--- config.mk ---
export PLATFORM = sky130hd
export DESIGN_NAME = lstf_queue
export DESIGN_NICKNAME = d
export VERILOG_FILES = /design/src/lstf_pkg.sv /design/src/lstf_queue.sv
export SDC_FILE = /design/constraint.sdc
export NUM_CORES = 1
export LEC_CHECK = 0
export ABC_AREA = 0
export BUFFER_PORTS_ARGS = -buffer_cell sky130_fd_sc_hd__buf_4
export CAP_MARGIN = 30
export CORE_AREA = 3 3 104 106
export CTS_CLUSTER_SIZE = 8
export DETAILED_ROUTE_END_ITERATION = 7
export DIE_AREA = 0 0 107 109
export PLACE_DENSITY_LB_ADDON = 0.05
export REMOVE_ABC_BUFFERS = 1
export SYNTH_ARGS = -nofsm -noshare
export SYNTH_HDL_FRONTEND = slang
export SYNTH_SLANG_ARGS = --single-unit
--- constraint.sdc ---
create_clock -name i_clk -period 4.65 [get_ports i_clk]
set_clock_uncertainty 0.05 [all_clocks]
set_input_delay 0.93 -clock i_clk [delete_from_list [all_inputs] [get_ports i_clk]]
set_output_delay 0.93 -clock i_clk [all_outputs]
set_load 0.005 [all_outputs]
--- src/lstf_pkg.sv ---
package lstf_pkg;

    // Result word and output count widths.
    localparam int RES_W     = 32;
    localparam int CNT_OUT_W = 8;

    // Back end datapath: 64-bit sums, 128-bit products and quotient inputs.
    localparam int OP_W        = 64;
    localparam int WIDE_W      = 128;
    localparam int DIGIT_W     = 16;
    localparam int MUL_STEPS   = OP_W / DIGIT_W;
    localparam int SLOPE_SHIFT = 16;

    // Quotient register holds up to twice the cap, the cap itself is 2^40.
    localparam int Q_W = 41;

    localparam logic [RES_W-1:0] RES_MIN = {1'b1, {(RES_W-1){1'b0}}};
    localparam logic [RES_W-1:0] RES_MAX = {1'b0, {(RES_W-1){1'b1}}};

    // Status of the track queue between front and back end.
    typedef struct packed {
        logic full;
        logic empty;
    } t_q_status;

endpackage

--- src/lstf_queue.sv ---
module lstf_queue #(
    parameter int DATA_W = 64
) (
    input  logic                i_clk,
    input  logic                i_rst_n,
    input  logic                i_push,
    input  logic [DATA_W-1:0]   i_data,
    input  logic                i_pop,
    output logic [DATA_W-1:0]   o_data,
    output lstf_pkg::t_q_status o_status
);

    // Two-entry queue of finished track sums.
    logic [DATA_W-1:0] r_mem [2];
    logic              r_wr, r_rd;
    logic [1:0]        r_cnt;

    assign o_data          = r_mem[r_rd];
    assign o_status.full   = (r_cnt == 2'd2);
    assign o_status.empty  = (r_cnt == 2'd0);

    always_ff @(posedge i_clk) begin
        if (i_push) begin
            r_mem[r_wr] <= i_data;
        end
    end

    // Pointers and fill count.
    always_ff @(posedge i_clk) begin
        if (!i_rst_n) begin
            r_wr  <= 1'b0;
            r_rd  <= 1'b0;
            r_cnt <= 2'd0;
        end else begin
            if (i_push) begin
                r_wr <= !r_wr;
            end
            if (i_pop) begin
                r_rd <= !r_rd;
            end
            r_cnt <= r_cnt + 2'(i_push) - 2'(i_pop);
        end
    end

endmodule

=== Yosys cells after proc, flatten, opt, wreduce, memory -nomap -nowiden ===
Memories as Yosys holds them, arrays and structs flattened. A register that Yosys moved wholly into a read port is not among the register bits.
Index checks and enable logic that the tools add are counted.

* Register bits after elaboration: 4
* Bits in latches: 0
* Memory bits (writable): 128
* Memory bits (read-only): 0
* Input bits: 68
* Output and inout port bits: 66
* Logic and storage cells: 14
* Memories: 1

{| class="wikitable"
|+ Memories
! name !! depth !! width !! rd ports !! clocked after Yosys merged registers in !! write ports !! RTL line !! source
|-
| r_mem || 2 || 64 || 1 || 1 || 1 || lstf_queue.sv:14 || <nowiki>logic [DATA_W-1:0] r_mem [2];</nowiki>
|}

* $add $sub $neg: 2
* $mul: 0
* Divide/modulo/power cells: 0
* $lt $le $gt $ge: 0
* Eq/ne operators: 1
* Shifts and indexed selects: 0
* Mux-type cells: 4
* Bitwise operators: 0
* Reduce and logical (&&, ||, !) cells: 3

{| class="wikitable"
|+ Operators by type and width
! cell !! count
|-
| 1-bit two-way mux || 4
|-
| 2-bit by 1-bit adder with 2-bit output || 1
|-
| 2-bit == test (second input constant) || 1
|-
| 1-bit zero test || 2
|-
| 2-bit zero test || 1
|-
| 2-bit by 1-bit subtractor with 2-bit output || 1
|}

=== Depth between registers and ports, before layout ===
Gate-level depths: netlist (run 1).

* Depth in word-level cells: 3
* Mapped depth: 6

=== Worst setup path after synthesis (run 1) ===
Ideal clock, no wire load.

* Kind: input-to-reg
* Start point: input port i_push
* End point: memory r_mem[0][0] (enable)
* Setup time: 0.495 ns
* Data arrival time: 3.775 ns
* Data required time: 4.105 ns
* Path slack: 0.330 ns
* Stages: 1
* Path buffers: 0
* Cells stage by stage: nor2b_1

* Word-level cells in the longest chain between the ends: 2

{| class="wikitable"
|+ Ends and longest elaborated chain
! item !! RTL line !! source
|-
| start: declaration || lstf_queue.sv:6 || <nowiki>input logic i_push,</nowiki>
|-
| 1-bit two-way mux || lstf_queue.sv:23 || <nowiki>if (i_push) begin</nowiki>
|-
| 1-bit two-way mux (not written as such) || lstf_queue.sv:24 || <nowiki>r_mem[r_wr] <= i_data;</nowiki>
|-
| end: declaration || lstf_queue.sv:14 ||
|}

No other way between the ends.

==> results.sh, run 1 <==
export IMPL_grt_pass1_vias=2700
export IMPL_crit_path_end="o_data[21]"
export IMPL_core_area_sq_um=9860
export IMPL_vias=2444
export IMPL_insertion_delay_ns=0.51
export IMPL_crit_fanout=36
export IMPL_wirelength_mm=8.73
export IMPL_fin_crit_ns=3.16
export IMPL_synth_most_common_cell="edfxtp_1"
export IMPL_hold_viol_final=0
export IMPL_synth_largest_area_cell="edfxtp_1"
export IMPL_rr_worst_depth=2
export IMPL_rsz0062_at_grt="false"
export IMPL_drtAntennaViolNets=0
export IMPL_drive_gt1_share_pct=59.6
export IMPL_synth_seq_cells=133
export IMPL_portBuffers=133
export IMPL_maxCapViolCount=0
export IMPL_root_buffer="clkbuf_8"
export IMPL_grt_usage_pct=15.9
export IMPL_cts_sinks=133
export IMPL_synthArstFlopShare_pct=0
export IMPL_hold_class="reg -> reg"
export IMPL_cts_setup_buffers=0
export IMPL_rows=36
export IMPL_cts_resized=0
export IMPL_first_iter_violations=98
export IMPL_p_per_area_nw_per_um2=433
export IMPL_synth_seq_area_share_pct=76.6
export IMPL_die_x_um=107
export IMPL_ff2ff_setup_slack_ns=2.90
export IMPL_yosys_most_used_dff="edfxtp_1"
export IMPL_setup_viol_count_final=0
export IMPL_grt_overflow=0
export IMPL_cts_buffers=17
export IMPL_grt_pass1_wl_mm=13.4
export IMPL_final_nets=438
export IMPL_total_leakage_power_nw=2.69
export IMPL_synth_area_sq_um=5150
export IMPL_hold_buffers=0
export IMPL_yosys_top_cells_count="edfxtp_1, mux2_4, buf_12"
export IMPL_max_freq_mhz=317
export IMPL_status="finished, final reports clean"
export IMPL_maxSlewViolCount=0
export IMPL_required_ns=3.67
export IMPL_final_period_utilization_pct=67.9
export IMPL_multi_input_area_sq_um=1070
export IMPL_peakVddDrop_mv=0.330
export IMPL_tightest_slew_ns=0.895
export IMPL_ys_types=14
export IMPL_post_route_drc_count=0
export IMPL_n_antenna_cell=0
export IMPL_endpoint_kind="primary output"
export IMPL_clock_path_buffers=2
export IMPL_grt_max_degree=65
export IMPL_htreeDepth=4
export IMPL_hold_ws_ns=0.526
export IMPL_regArea_sq_um=3950
export IMPL_tritoncts="yes"
export IMPL_max_slew_margin_pct=40.3
export IMPL_yosysWarnings=0
export IMPL_synth_top_area_share_pct=74.7
export IMPL_critical_path_class="reg -> out"
export IMPL_fillers=654
export IMPL_fp_dieArea_sq_um=11700
export IMPL_initial_core_util_pct=52.2
export IMPL_path_clk_slew_ns=0.06
export IMPL_wl_per_cell_um=17.0
export IMPL_r2r_end="r_mem[0][35]"
export IMPL_finalWeightedCongestion=0.705
export IMPL_synth_area_leaders="edfxtp_1, mux2_4, buf_12"
export IMPL_syn_inst=220
export IMPL_r2r_start="r_wr"
export IMPL_start_kind="flop"
export IMPL_synth_enable_flop_cells=128
export IMPL_dp_hpwl_mm=5.64
export IMPL_antenna_found_initial=0
export IMPL_avgSynthCellArea_sq_um=23.4
export IMPL_crit_arrival_ns=2.18
export IMPL_die_h_um=109
export IMPL_area_growth_pct=31.2
export IMPL_ioPinCount=134
export IMPL_viasPerCell=4.75
export IMPL_tns_ns=0
export IMPL_drtPass1Iterations=4
export IMPL_hold_depth=2
## flip-flops by register name (all words and copies together), names as in the netlist, named ones only
name   count
r_wr       1
r_mem    128
r_rd       1
r_cnt      2
## how the worst min path moves through the flow
stage                          start           end
after detailed placement        r_rd          flop
after global routing      i_data[13]  r_mem[0][13]
after floorplan                 r_rd          flop
final                           r_rd          flop
after CTS                       r_rd          flop
after global placement          r_rd          flop
## per-layer routing
layer / vias to the layer above / global-route usage [%] / part of all wire, %
met5: - / 0 / 0
met4: 0 / 6.85 / 1.2
met3: 12 / 6.22 / 7.2
met2: 87 / 27.5 / 53
met1: 1186 / 17.4 / 39
li1: 1159 / - / -
## per-stage QoR
step	utilization [%]	instance area (sq um)	worst slack (ns)	std cells	power (mW)
CTS	68.5	6750	1.42	514	2.95
detailed placement	63.1	6230	1.97	482	1.78
floorplan	-	5010	0.330	213	1.62
global placement	63.1	6230	1.98	482	1.77
global route	68.5	6750	1.36	514	3.04
finish	68.5	6750	1.49	514	2.92
## where the power goes
| part | total [mW] | leakage (nW) | switching [mW] | internal, mW |
|---|---|---|---|---|
| logic | 0.326 | 1.20 | 0.111 | 0.214 |
| clock network | 1.17 | 0.254 | 0.438 | 0.734 |
| registers | 1.42 | 1.24 | 0.0353 | 1.39 |
| total | 2.92 | 2.69 | 0.585 | 2.34 |
## area by class of cell
class                      instances  area share (%)
clock buffer                      27            6.99
clock inverter                     5           0.778
inverter                           2           0.111
multi-input combinational         78            15.9
sequential                       133            58.5
tap                              133            2.46
timing repair buffer             136            15.3
## cell families after synthesis
group	count (synthesis)	synth area share (%)
AND/OR/NAND/NOR	9	1.05
adder cells (fa/ha/maj)	2	0.486
multiplexers	64	18.4
XOR/XNOR	2	0.608
flip-flops	133	76.6
AO/OA/AOI/OAI	1	0.146
buffers and inverters	9	2.70
## cell usage in the layout (no fill, tap or decap), types with 2 or more instances in the layout
cell       count
buf_4        135
edfxtp_1     128
mux2_4        60
clkbuf_16     16
clkbuf_1       8
mux2_2         4
dfxtp_1        4
nor2b_1        3
and2_1         3
clkbuf_8       3
clkinv_2       3
inv_1          2
ha_1           2
## critical path, stage by stage, from the launching register on
cell,delay [ns]
dfxtp_4,0.77
buf_4,0.41
mux2_4,0.33
buf_4,0.14
(Power assumes the default switching activity.)
==> run 2, diff against run 1 <==
- CORE_AREA: 3 3 104 106 -> 3 3 109 111
- DIE_AREA: 0 0 107 109 -> 0 0 112 114
- clock period: 4.65 -> 2.7 ns (I/O delays scaled with it)
==> run 2 against run 1 <==
  * Flip-flop and latch count unchanged
  * Total power up 77%
  * First-iteration DRC count down 13%
  * Via count up 0.78%
  * Utilization down 5.6 points
==> results.sh, run 2 (synthesis results as in run 1) <==
export IMPL_max_freq_mhz=416
export IMPL_crit_fanout=27
export IMPL_fin_crit_ns=2.40
export IMPL_hold_viol_final=0
export IMPL_finalWeightedCongestion=0.724
export IMPL_final_period_utilization_pct=89.1
export IMPL_vias=2463
export IMPL_max_stage_delay_ns=0.54
export IMPL_n_antenna_cell=0
export IMPL_drtAntennaViolNets=0
export IMPL_portBuffers=133
export IMPL_final_nets=441
export IMPL_wirelength_mm=8.48
export IMPL_required_ns=2.11
export IMPL_p_per_area_nw_per_um2=754
export IMPL_core_area_sq_um=10900
export IMPL_hold_depth=1
export IMPL_crit_arrival_ns=1.81
export IMPL_hold_buffers=0
export IMPL_grt_max_degree=36
export IMPL_rsz0062_at_grt="false"
export IMPL_die_h_um=114
export IMPL_tns_ns=0
export IMPL_ff2ff_setup_slack_ns=1.26
export IMPL_final_cell_mix="buf_4, edfxtp_1, mux2_4"
export IMPL_setup_viol_count_final=0
export IMPL_r2r_start="r_cnt[0]"
export IMPL_wl_met3_um=642
export IMPL_critical_path_class="reg -> out"
export IMPL_dp_hpwl_mm=5.66
export IMPL_htreeDepth=4
export IMPL_wl_met1_mm=3.32
export IMPL_dpl_cell_area_sq_um=6270
export IMPL_hold_class="in -> reg"
export IMPL_antenna_found_initial=0
export IMPL_stdcell_area_sq_um=6840
export IMPL_grt_overflow=0
export IMPL_area_growth_pct=32.9
export IMPL_largest_register="r_mem"
export IMPL_swShare_pct=19.6
export IMPL_drtPass1Iterations=4
export IMPL_cts_setup_buffers=0
export IMPL_cts_sinks=133
export IMPL_peakVddDrop_mv=0.490
export IMPL_grt_usage_pct=14.0
export IMPL_final_common_cell="buf_4"
export IMPL_wl_per_cell_um=16.2
export IMPL_path_cells="buf_12 -> mux2_4 -> buf_4"
export IMPL_maxCapViolCount=0
export IMPL_endpoint_kind="primary output"
export IMPL_insertion_delay_ns=0.50
export IMPL_rr_worst_depth=6
export IMPL_first_iter_violations=85
export IMPL_fp_dieArea_sq_um=12800
export IMPL_fin_util_pct=62.8
export IMPL_switchingPower_mw=1.01
export IMPL_die_x_um=112
export IMPL_clock_path_buffers=2
export IMPL_status="finished, final reports clean"
export IMPL_cts_buffers=17
export IMPL_r2r_end="r_cnt[1]"
export IMPL_initial_core_util_pct=47.3
export IMPL_tightest_slew_ns=0.479
export IMPL_whs_endpoint="r_mem[0][18]"
export IMPL_reg_top3="r_mem (128), r_cnt (2)"
export IMPL_seqPwrFrac_pct=47.1
export IMPL_start_kind="flop"
export IMPL_path_clk_slew_ns=0.06
export IMPL_maxSlewViolCount=0
export IMPL_grt_pass1_vias=2648
export IMPL_total_leakage_power_nw=2.73
export IMPL_tritoncts="yes"
export IMPL_internal_power_mw=4.15
export IMPL_max_slew_margin_pct=68.0
export IMPL_rows=38
export IMPL_hold_start="i_data[18]"
export IMPL_largest_reg_flops=128
export IMPL_root_buffer="clkbuf_8"
export IMPL_wl_met2_mm=4.30
export IMPL_ioPinCount=134
export IMPL_post_route_drc_count=0
export IMPL_top_layer="met4"
export IMPL_clockPowerShare_pct=41.5
export IMPL_viasPerCell=4.70
export IMPL_worst_path_max_delay_cell="dfxtp_4"
export IMPL_grt_pass1_wl_mm=13.4
export IMPL_cts_resized=0
export IMPL_power_frac_comb_pct=11.4
export IMPL_drive_gt1_share_pct=60.9
-- run 2: cell count changes in the layout (fill, tap and decap cells not counted) --
cell	previous run	this run
clkbuf_8	3	4
buf_12	1	2
clkinv_4	0	1
and2_4	1	0
and2_2	0	1
clkbuf_1	8	4
bufinv_16	1	2
buf_4	135	137
clkinvlp_4	1	2
-- run 2: routing by layer --
metal,track usage [%],vias to the layer above
li1,-,1172
met1,15.8,1183
met2,23.0,87
met3,5.99,21
met4,6.89,0
met5,0,-
-- run 2: layout make-up --
type                       count  area [sq um]
clock buffer                  24           470
clock inverter                 8          98.8
fill                         795          4050
inverter                       2          7.51
multi-input combinational     78          1070
sequential                   133          3950
tap                          140           175
timing repair buffer         139          1070
-- run 2: power by group through the flow --
stage                     Combinational [mW]  Sequential, mW  Clock (mW)
after floorplan                        0.285            2.50           0
after global placement                 0.594            2.47           0
after detailed placement               0.598            2.47           0
after CTS                              0.599            2.43        2.20
after global routing                   0.633            2.44        2.31
final                                  0.586            2.43        2.14
-- run 2: worst max-delay path by stage --
stage / startpoint / to / slack (ns) / cells past startpoint
4_1_cts: flop / o_data[56] / 0.25 / 3
3_5_place_dp: flop / o_data[56] / 0.81 / 3
5_1_grt: flop / o_data[56] / 0.20 / 3
6_report: flop / o_data[56] / 0.30 / 3
2_1_floorplan: i_push / r_mem[0][0] / -1.23 / 1
3_3_place_gp: flop / o_data[27] / 0.82 / 3
-- run 2: critical path: cells and delay by family (launching register included) --
kind	cells	cell delay [ns]
buf+inv	2	0.41
flops	1	0.54
mux	1	0.34
-- run 2: through the flow --
stage	setup slack [ns]	hold WS, ns	power, mW	instances
after floorplan	-1.23	0.505	2.78	213
after global placement	0.816	0.512	3.06	492
after detailed placement	0.812	0.516	3.07	492
after CTS	0.254	0.137	5.23	524
after global routing	0.198	0.133	5.38	524
final	0.296	0.166	5.16	524
==> run 3, diff against run 2 <==
- PLACE_DENSITY_LB_ADDON: 0.05 -> 0.25
==> run 3 against run 2 <==
  * Wire length up 6.9%
  * Flip-flop and latch count unchanged
  * Maximum frequency up 1.1%
  * Non-clock buffer count unchanged
  * Clock power up 13%
  * Critical path depth unchanged
  * Design area up 1.1%
  * Sequential power about the same
  * Setup slack better by 0.027 ns
  * Via count up 1.1%
  * Critical endpoint is now o_data[46]
  * Highest routed layer unchanged
==> results.sh, run 3 (synthesis results as in run 1) <==
export IMPL_finalWeightedCongestion=0.670
export IMPL_dpl_cell_area_sq_um=6270
export IMPL_crit_fanout=34
export IMPL_final_cell_mix="buf_4, edfxtp_1, mux2_4"
export IMPL_maxSlewViolCount=0
export IMPL_fp_dieArea_sq_um=12800
export IMPL_start_kind="flop"
export IMPL_ioPinCount=134
export IMPL_wirelength_mm=9.06
export IMPL_fillers=800
export IMPL_drtAntennaViolNets=0
export IMPL_crit_arrival_ns=1.79
export IMPL_rsz0062_at_grt="false"
export IMPL_path_clk_slew_ns=0.06
export IMPL_fin_crit_ns=2.38
export IMPL_die_h_um=114
export IMPL_die_x_um=112
export IMPL_tritoncts="yes"
export IMPL_largest_register="r_mem"
export IMPL_core_area_sq_um=10900
export IMPL_fin_ws_ns=0.322
export IMPL_final_common_cell="buf_4"
export IMPL_hold_depth=1
export IMPL_total_leakage_power_nw=2.77
export IMPL_cts_sinks=133
export IMPL_path_cells="buf_12 -> mux2_4 -> buf_4"
export IMPL_peakVddDrop_mv=0.404
export IMPL_crit_path_end="o_data[46]"
export IMPL_grt_pass1_wl_mm=14.0
export IMPL_insertion_delay_ns=0.49
export IMPL_root_buffer="clkbuf_8"
export IMPL_endpoint_kind="primary output"
export IMPL_drtPass1Iterations=4
export IMPL_cp_depth=3
export IMPL_initial_core_util_pct=47.3
export IMPL_antenna_found_initial=0
export IMPL_stdcell_area_sq_um=6920
export IMPL_r2r_end="r_mem[1][13]"
export IMPL_clock_path_buffers=2
export IMPL_ff2ff_setup_slack_ns=1.22
export IMPL_post_place_ws_ns=0.829
export IMPL_drive_gt1_share_pct=61.7
export IMPL_max_slew_margin_pct=60.9
export IMPL_instances_no_fill=524
export IMPL_dp_cells=492
export IMPL_cp_num_buf_inv=2
export IMPL_largest_reg_flops=128
export IMPL_final_nets=441
export IMPL_rows=38
export IMPL_hold_class="in -> reg"
export IMPL_max_stage_delay_ns=0.49
export IMPL_fin_util_pct=63.5
export IMPL_hold_viol_final=0
export IMPL_required_ns=2.11
export IMPL_path_delay_family="flip-flops"
export IMPL_area_growth_pct=34.4
export IMPL_htreeDepth=4
export IMPL_rr_worst_depth=2
export IMPL_wl_per_cell_um=17.3
export IMPL_hold_ws_ns=0.174
export IMPL_grt_overflow=0
export IMPL_viasPerCell=4.75
export IMPL_n_antenna_cell=0
export IMPL_dp_hpwl_mm=6.03
export IMPL_grt_max_degree=43
export IMPL_cts_buffers=17
export IMPL_setup_viol_count_final=0
export IMPL_first_iter_violations=70
export IMPL_critical_path_class="reg -> out"
export IMPL_post_route_drc_count=0
export IMPL_r2r_start="r_wr"
export IMPL_tightest_slew_ns=0.587
export IMPL_portBuffers=133
export IMPL_cts_resized=0
export IMPL_vias=2491
export IMPL_cts_setup_buffers=0
export IMPL_maxCapViolCount=0
export IMPL_status="finished, final reports clean"
export IMPL_worst_path_max_delay_cell="dfxtp_4"
export IMPL_reg_top3="r_mem (128), r_cnt (2)"
export IMPL_hold_buffers=0
export IMPL_grt_pass1_vias=2744
export IMPL_final_period_utilization_pct=88.1
export IMPL_max_freq_mhz=421
export IMPL_grt_usage_pct=14.5
export IMPL_p_per_area_nw_per_um2=786
[run 3: cell count changes in the layout (fill, tap and decap cells not counted)]
cell | previous run | this run
clkbuf_8 | 4 | 7
and2_2 | 1 | 0
bufinv_16 | 2 | 4
clkinvlp_4 | 2 | 1
and2_4 | 0 | 1
clkinv_4 | 1 | 0
clkbuf_1 | 4 | 1
[run 3: worst register-to-register path, stage by stage (launching register included)]
cell     delay [ns]
dfxtp_1        0.38
and2_4         0.41
buf_12         0.29
[run 3: report_power, final]
group | switching, mW | internal (mW) | leakage, nW | total, mW
logic | 0.221 | 0.376 | 1.21 | 0.598
clock network | 0.768 | 1.64 | 0.317 | 2.41
registers | 0.0407 | 2.39 | 1.24 | 2.43
total | 1.03 | 4.41 | 2.77 | 5.44
[run 3: worst min-delay path by stage]
stage                     startpoint            to
after global routing      i_data[33]  r_mem[1][33]
after global placement          r_rd          r_rd
after floorplan                 r_rd          flop
after CTS                 i_data[33]  r_mem[0][33]
final                     i_data[33]  r_mem[1][33]
after detailed placement        r_rd          flop
[run 3: through the flow]
step | power, mW | TNS [ns]
after floorplan | 2.78 | -129.70
after detailed placement | 3.08 | 0
after CTS | 5.50 | 0
after global routing | 5.64 | 0
final | 5.44 | 0
after global placement | 3.06 | 0
[run 3: layout make-up]
cell class	instances	area, sq um	share of cell area, %
inverter	2	7.51	0.109
sequential	133	3950	57.1
timing repair buffer	139	1070	15.5
clock buffer	24	500	7.24
tap	140	175	2.53
multi-input combinational	78	1070	15.5
clock inverter	8	143	2.06
[run 3: layer usage]
| layer | track usage, % | vias to the layer above | wire [um] |
|---|---|---|---|
| li1 | - | 1169 | - |
| met1 | 16.1 | 1223 | 3580 |
| met2 | 25.1 | 97 | 4710 |
| met3 | 6.79 | 2 | 743 |
| met4 | 4.57 | 0 | 31 |
| met5 | 0 | - | 0 |
